==> src/rtl/core/smc_pkg.sv <==
// ----------------------------------------------------------------------------
// smc_pkg
// Shared types, codes and helpers of the multicore 16-bit processor step block.
// ----------------------------------------------------------------------------
package smc_pkg;

	// Defaults of the top-level parameters.
	localparam int ADDR_BITS_DEF = 16;
	localparam int MAX_CORES_DEF = 4;

	// Every core has sixteen registers; the last three have fixed roles.
	localparam int REG_COUNT = 16;
	localparam logic [3:0] R_PC = 4'd15;
	localparam logic [3:0] R_SP = 4'd14;
	localparam logic [3:0] R_FP = 4'd13;

	// Operation codes of an input item.
	localparam logic [1:0] OP_STEP    = 2'd0;
	localparam logic [1:0] OP_WRITE   = 2'd1;
	localparam logic [1:0] OP_READ    = 2'd2;
	localparam logic [1:0] OP_RESTART = 2'd3;

	// Configuration register indexes.
	localparam logic [1:0] CFG_ACTIVE = 2'd0;
	localparam logic [1:0] CFG_RVEC   = 2'd1;
	localparam logic [1:0] CFG_IVEC   = 2'd2;

	// Instruction opcodes.
	localparam logic [7:0] OPC_LDM   = 8'h01;
	localparam logic [7:0] OPC_STM   = 8'h02;
	localparam logic [7:0] OPC_MOV   = 8'h03;
	localparam logic [7:0] OPC_LDI   = 8'h04;
	localparam logic [7:0] OPC_ADD   = 8'h05;
	localparam logic [7:0] OPC_SUB   = 8'h06;
	localparam logic [7:0] OPC_AND   = 8'h07;
	localparam logic [7:0] OPC_OR    = 8'h08;
	localparam logic [7:0] OPC_XOR   = 8'h09;
	localparam logic [7:0] OPC_SHL   = 8'h0a;
	localparam logic [7:0] OPC_SHR   = 8'h0b;
	localparam logic [7:0] OPC_INC   = 8'h0c;
	localparam logic [7:0] OPC_DEC   = 8'h0d;
	localparam logic [7:0] OPC_CMP   = 8'h0e;
	localparam logic [7:0] OPC_HALT  = 8'h0f;
	localparam logic [7:0] OPC_LDSP  = 8'h10;
	localparam logic [7:0] OPC_PUSH  = 8'h11;
	localparam logic [7:0] OPC_POP   = 8'h12;
	localparam logic [7:0] OPC_CALL  = 8'h13;
	localparam logic [7:0] OPC_RET   = 8'h14;
	localparam logic [7:0] OPC_INT   = 8'h15;
	localparam logic [7:0] OPC_LDR   = 8'h16;
	localparam logic [7:0] OPC_CALLR = 8'h17;
	localparam logic [7:0] OPC_STR   = 8'h18;
	localparam logic [7:0] OPC_JMP   = 8'h19;
	localparam logic [7:0] OPC_JZ    = 8'h1a;
	localparam logic [7:0] OPC_JC    = 8'h1b;
	localparam logic [7:0] OPC_NOT0  = 8'h1c;
	localparam logic [7:0] OPC_ID    = 8'h1d;
	localparam logic [7:0] OPC_SLEEP = 8'h1e;
	localparam logic [7:0] OPC_JE    = 8'h1f;
	localparam logic [7:0] OPC_JL    = 8'h20;
	localparam logic [7:0] OPC_JG    = 8'h21;

	// Status word bits.
	localparam logic [4:0] FLG_ZERO  = 5'd1;
	localparam logic [4:0] FLG_CARRY = 5'd2;
	localparam logic [4:0] FLG_EQUAL = 5'd4;
	localparam logic [4:0] FLG_LESS  = 5'd8;
	localparam logic [4:0] FLG_GREAT = 5'd16;

	// Micro-operations that the controller issues to the datapath.
	typedef enum logic [4:0] {
		UOP_NONE,
		UOP_ACCEPT,
		UOP_LOADCTX,
		UOP_WRMEM,
		UOP_RDMEM,
		UOP_RD_RVEC,
		UOP_RESTART,
		UOP_ADVANCE,
		UOP_FETCH,
		UOP_DECODE,
		UOP_RDA,
		UOP_RDB,
		UOP_EXEC,
		UOP_RD_T,
		UOP_RD_B,
		UOP_POP,
		UOP_LOAD_R1,
		UOP_PUSH_RET,
		UOP_CALL,
		UOP_RET1,
		UOP_RET2,
		UOP_RET3,
		UOP_RD_IVEC,
		UOP_SET_PC,
		UOP_COMMIT,
		UOP_RESULT
	} uop_t;

	typedef enum logic [3:0] {
		S_IDLE,
		S_DISPATCH,
		S_RESTART,
		S_FETCH,
		S_DECODE,
		S_RDA,
		S_RDB,
		S_EXEC,
		S_X1,
		S_X2,
		S_COMMIT,
		S_DONE
	} state_t;

	typedef struct packed {
		uop_t uop;
	} cmd_t;

	typedef struct packed {
		logic [1:0] op;
		logic [7:0] opc;
		logic       halted;
		logic       asleep;
		logic       out_free;
	} stat_t;

	// Register value as the instruction sees it: the three pointer registers
	// live in working copies, the others come from the register file read.
	function automatic logic [15:0] reg_val(input logic [3:0] r, input logic [15:0] pc,
			input logic [15:0] sp, input logic [15:0] fp, input logic [15:0] gen);
		logic [15:0] v;
		if (r == R_PC) begin
			v = pc;
		end else if (r == R_SP) begin
			v = sp;
		end else if (r == R_FP) begin
			v = fp;
		end else begin
			v = gen;
		end
		return v;
	endfunction

endpackage

==> src/rtl/core/smc_ctrl.sv <==
// ----------------------------------------------------------------------------
// smc_ctrl
// Sequencer: walks each operation through its micro-operations.
// ----------------------------------------------------------------------------
module smc_ctrl (
	input  logic          clk,
	input  logic          arst_n,
	input  logic          in_valid,
	output logic          in_stall,
	input  smc_pkg::stat_t stat,
	output smc_pkg::cmd_t  cmd
);

	import smc_pkg::*;

	state_t state_q;
	state_t state_d;

	always_ff @(posedge clk or negedge arst_n) begin
		if (!arst_n) begin
			state_q <= S_IDLE;
		end else begin
			state_q <= state_d;
		end
	end

	always_comb begin
		state_d = state_q;
		cmd.uop = UOP_NONE;
		unique case (state_q)
			S_IDLE: begin
				if (in_valid) begin
					cmd.uop = UOP_ACCEPT;
					state_d = S_DISPATCH;
				end
			end
			S_DISPATCH: begin
				unique case (stat.op)
					OP_STEP: begin
						if (stat.halted) begin
							state_d = S_DONE;
						end else if (stat.asleep) begin
							cmd.uop = UOP_ADVANCE;
							state_d = S_DONE;
						end else begin
							cmd.uop = UOP_LOADCTX;
							state_d = S_FETCH;
						end
					end
					OP_WRITE: begin
						cmd.uop = UOP_WRMEM;
						state_d = S_DONE;
					end
					OP_READ: begin
						cmd.uop = UOP_RDMEM;
						state_d = S_DONE;
					end
					default: begin
						cmd.uop = UOP_RD_RVEC;
						state_d = S_RESTART;
					end
				endcase
			end
			S_RESTART: begin
				cmd.uop = UOP_RESTART;
				state_d = S_DONE;
			end
			S_FETCH: begin
				cmd.uop = UOP_FETCH;
				state_d = S_DECODE;
			end
			S_DECODE: begin
				cmd.uop = UOP_DECODE;
				state_d = S_RDA;
			end
			S_RDA: begin
				cmd.uop = UOP_RDA;
				state_d = S_RDB;
			end
			S_RDB: begin
				cmd.uop = UOP_RDB;
				state_d = S_EXEC;
			end
			S_EXEC: begin
				state_d = S_X1;
				case (stat.opc)
					OPC_LDM:                       cmd.uop = UOP_RD_T;
					OPC_LDR:                       cmd.uop = UOP_RD_B;
					OPC_POP:                       cmd.uop = UOP_POP;
					OPC_CALL, OPC_CALLR, OPC_INT:  cmd.uop = UOP_PUSH_RET;
					OPC_RET:                       cmd.uop = UOP_RET1;
					default: begin
						cmd.uop = UOP_EXEC;
						state_d = S_COMMIT;
					end
				endcase
			end
			S_X1: begin
				state_d = S_COMMIT;
				case (stat.opc)
					OPC_CALL, OPC_CALLR: cmd.uop = UOP_CALL;
					OPC_RET: begin
						cmd.uop = UOP_RET2;
						state_d = S_X2;
					end
					OPC_INT: begin
						cmd.uop = UOP_RD_IVEC;
						state_d = S_X2;
					end
					default:             cmd.uop = UOP_LOAD_R1;
				endcase
			end
			S_X2: begin
				state_d = S_COMMIT;
				if (stat.opc == OPC_RET) begin
					cmd.uop = UOP_RET3;
				end else begin
					cmd.uop = UOP_SET_PC;
				end
			end
			S_COMMIT: begin
				cmd.uop = UOP_COMMIT;
				state_d = S_DONE;
			end
			S_DONE: begin
				if (stat.out_free) begin
					cmd.uop = UOP_RESULT;
					state_d = S_IDLE;
				end
			end
			default: begin
				state_d = S_IDLE;
			end
		endcase
	end

	assign in_stall = (state_q != S_IDLE);

`ifndef SYNTH
	a_accept_blocks: assert property (@(posedge clk) disable iff (!arst_n)
		(in_valid && !in_stall) |=> in_stall)
		else $error("second item taken right after an accept");
`endif

endmodule

==> config.mk <==
export PLATFORM = sky130hd
export DESIGN_NAME = smc_ctrl
export DESIGN_NICKNAME = d
export VERILOG_FILES = /design/src/rtl/core/smc_pkg.sv /design/src/rtl/core/smc_ctrl.sv
export SDC_FILE = /design/constraint.sdc
export NUM_CORES = 1
export LEC_CHECK = 0
export BUFFER_PORTS_ARGS = -buffer_cell sky130_fd_sc_hd__buf_4
export CORE_UTILIZATION = 41
export CTS_CLUSTER_SIZE = 25
export DETAILED_ROUTE_END_ITERATION = 16
export GPL_TIMING_DRIVEN = 0
export HOLD_SLACK_MARGIN = 0.15
export PLACE_DENSITY = 0.76
export SYNTH_ARGS = -nofsm -noshare
export SYNTH_HDL_FRONTEND = slang
export SYNTH_SLANG_ARGS = --single-unit
==> constraint.sdc <==
create_clock -name clk -period 1.33 [get_ports clk]
set_input_delay 0.133 -clock clk [delete_from_list [all_inputs] [get_ports clk]]
set_output_delay 0.133 -clock clk [all_outputs]
set_load 0.01 [all_outputs]
==> out/metrics.cfg <==
[placement]
io_buffers=21
dp_hpwl_mm=1.36
dp.cells=130
place_congestion=0.851

[die]
core_um2=1510
die_width_um=42.3
dieArea_um2=1790
die_y_um=42.3
initial_core_util_pct=44.2
pin_count=22
rows=14

[setup_path]
cpMaxStageDelayCell=or4b_4
cp_data_arrival_time_ns=1.79
worstSetupPathType=register to output pin
cp-start-kind=register
cp.required_ns=1.20
max_stage_delay_ns=0.51
startpoint=state_q[1]
reg2reg_from=state_q[1]
critPathMaxFanout=5
critical_path.cell_chain=buf_6, or4b_4, a21oi_4, a32oi_2, o311ai_2, buf_4
crit_path_end_kind=output pin

[cells_and_area]
fillCellCount=115
drive_above_1_share_pct=50.4
finalNetCount=151
area_delta_synth_final_pct=69.4
top_regs=state_q x4
largest_reg_flops=4
final_cell_mix=buf_4 (33), nor2_1 (8), nand2_1 (6)
final_cells=147
regMostFlops=state_q
layout_commonest_cell=buf_4
antennaDiodeCount=0

[sta]
worst_pin_slew_ns=0.513
hold_viol_final=0
max_freq_mhz=521
skew_ns=0.000301
fin_setup_tns_ns=-3.17
fin_ws_ns=-0.591
grt_setup_unrepaired=yes
post-route-period-util_pct=144
setup_viol=8
slew-limit-headroom_pct=65.5
maxSlewViolCount=0
fin_hold_ws_ns=0.214
fin_crit_ns=1.92

[synthesis]
synth_edf_count=0
synth_nets=111
yosys_most_used_dff=dfrtp_1
netlist_area_um2=666
async_flop_share_pct=100
ys_warn_count=0
synthCells=93
synth_seq_area_share_pct=15.0
synth_cell_types=37
ys_ff_latch=4
synth_area_per_cell_um2=7.16

[cts]
cts_sinks=4
clk_pin_slew_ns=0.04
cts_made_buffers=3
clock_path_buffers=2
cts-root-buf=clkbuf_4
tritoncts=done
htree_levels=1
clock_latency_ns=0.25

[global_routing]
grt_max_degree=11
track_usage_pct=27.6
grt_antenna_before_repair=0
overflow=0
grt_pass1_vias=821
grt_pass1_wl_mm=3.64

[status]
violations=setup timing
run_status=complete, but fails checks

[detailed_routing]
firstDrtPassIters=4
wl_per_cell_um=17.2
num_vias=945
drt_wl_total_mm=2.52
via_per_inst=6.43
ant_nets=0
drtIter0Drc=56
route.detailed.drc=0

[power]
power_mw=2.26
vdd_drop_max_v=0.00122
p_per_area_nw_per_um2=2010
p_leak_nw=0.483

[min_path]
hold_class=input pin to register
hold_start=in_valid

[job]
maxCapViolCount=0

==> metal layers <==
layer  global-route usage [%]  part of all wire [%]  vias to the layer above
li1                         -                     -                      427
met1                     33.9                    39                      443
met2                     44.0                    47                       62
met3                     5.17                   8.6                       13
met4                     17.5                   5.1                        0
met5                        0                     0                        -
==> layout make-up <==
cell class	count	area, µm²	share of cell area [%]
inverter	3	11.3	0.999
multi-input combinational	79	617	54.7
tap	16	20.0	1.78
buffer	7	78.8	6.99
sequential	4	101	8.99
clock buffer	3	22.5	2.00
timing repair buffer	35	277	24.5
==> synthesized netlist by cell type, drive strengths merged, types with 2 or more instances <==
master | count | area (µm²)
dfrtp | 4 | 100
nand4 | 2 | 12.5
nand3b | 4 | 30.0
nand3 | 2 | 10.0
o311ai | 3 | 26.3
clkbuf | 3 | 11.3
buf | 4 | 26.3
o22ai | 2 | 12.5
nand2b | 3 | 18.8
nor2b | 5 | 31.3
mux2 | 2 | 22.5
nor2 | 10 | 37.5
inv | 3 | 11.3
o21ai | 9 | 45.0
nand2 | 8 | 30.0
ha | 2 | 25.0
nor4 | 2 | 12.5
o21a | 2 | 15.0
o2111ai | 2 | 17.5
nor4b | 2 | 23.8
a21oi | 7 | 38.8
==> final timing paths <==
check	end	slack (ns)	cells after the start
setup / recovery	cmd[0]	-0.59	6
hold / removal	state_q[0]	0.21	3
setup reg to reg	state_q[0]	-0.21	8
hold reg to reg	state_q[3]	0.70	2
max in group asynchronous	state_q[2]	0.99	2
min in group asynchronous	state_q[3]	0.22	2
==> where the power goes <==
group	switching, mW	total (mW)	internal, mW
Sequential	0.0464	0.226	0.180
Combinational	0.933	1.87	0.940
Clock	0.0617	0.163	0.102
Total	1.04	2.26	1.22
==> cells by family (layout without fill, tap and decap cells) <==
| logic type | count (synthesis) | count (layout) | synth area share, % |
|---|---|---|---|
| AND/OR/NAND/NOR | 43 | 43 | 38.5 |
| AO/OA/AOI/OAI | 31 | 31 | 30.6 |
| buffers and inverters | 10 | 48 | 7.33 |
| flip-flops | 4 | 4 | 15.0 |
| adder cells (fa/ha/maj) | 2 | 2 | 3.76 |
| multiplexers | 2 | 2 | 3.38 |
| XOR/XNOR | 1 | 1 | 1.32 |
==> critical path, delay by kind of cell, from the launching register on <==
family                 cells  cell delay [ns]
AO/OA/AOI/OAI              3             0.33
AND/OR/NAND/NOR            1             0.51
flip-flops                 1             0.38
buffers and inverters      2             0.30
==> metrics by stage <==
step	utilization, %	instance area [µm²]	worst slack [ns]
6_report	74.8	1130	-0.591
5_1_grt	74.8	1130	-0.631
4_1_cts	65.9	993	-0.548
3_5_place_dp	57.3	863	-0.317
3_3_place_gp	57.3	863	-0.324
2_1_floorplan	-	686	-0.0906
==> what timing repair did <==
item,CTS,global route
gates resized for setup,17,24
setup endpoints to repair,9,10
pin swaps,3,7
buffers inserted,6,7
endpoints found under the hold margin,4,0
hold buffers,1,0
Power figures use the tool's default switching activity.
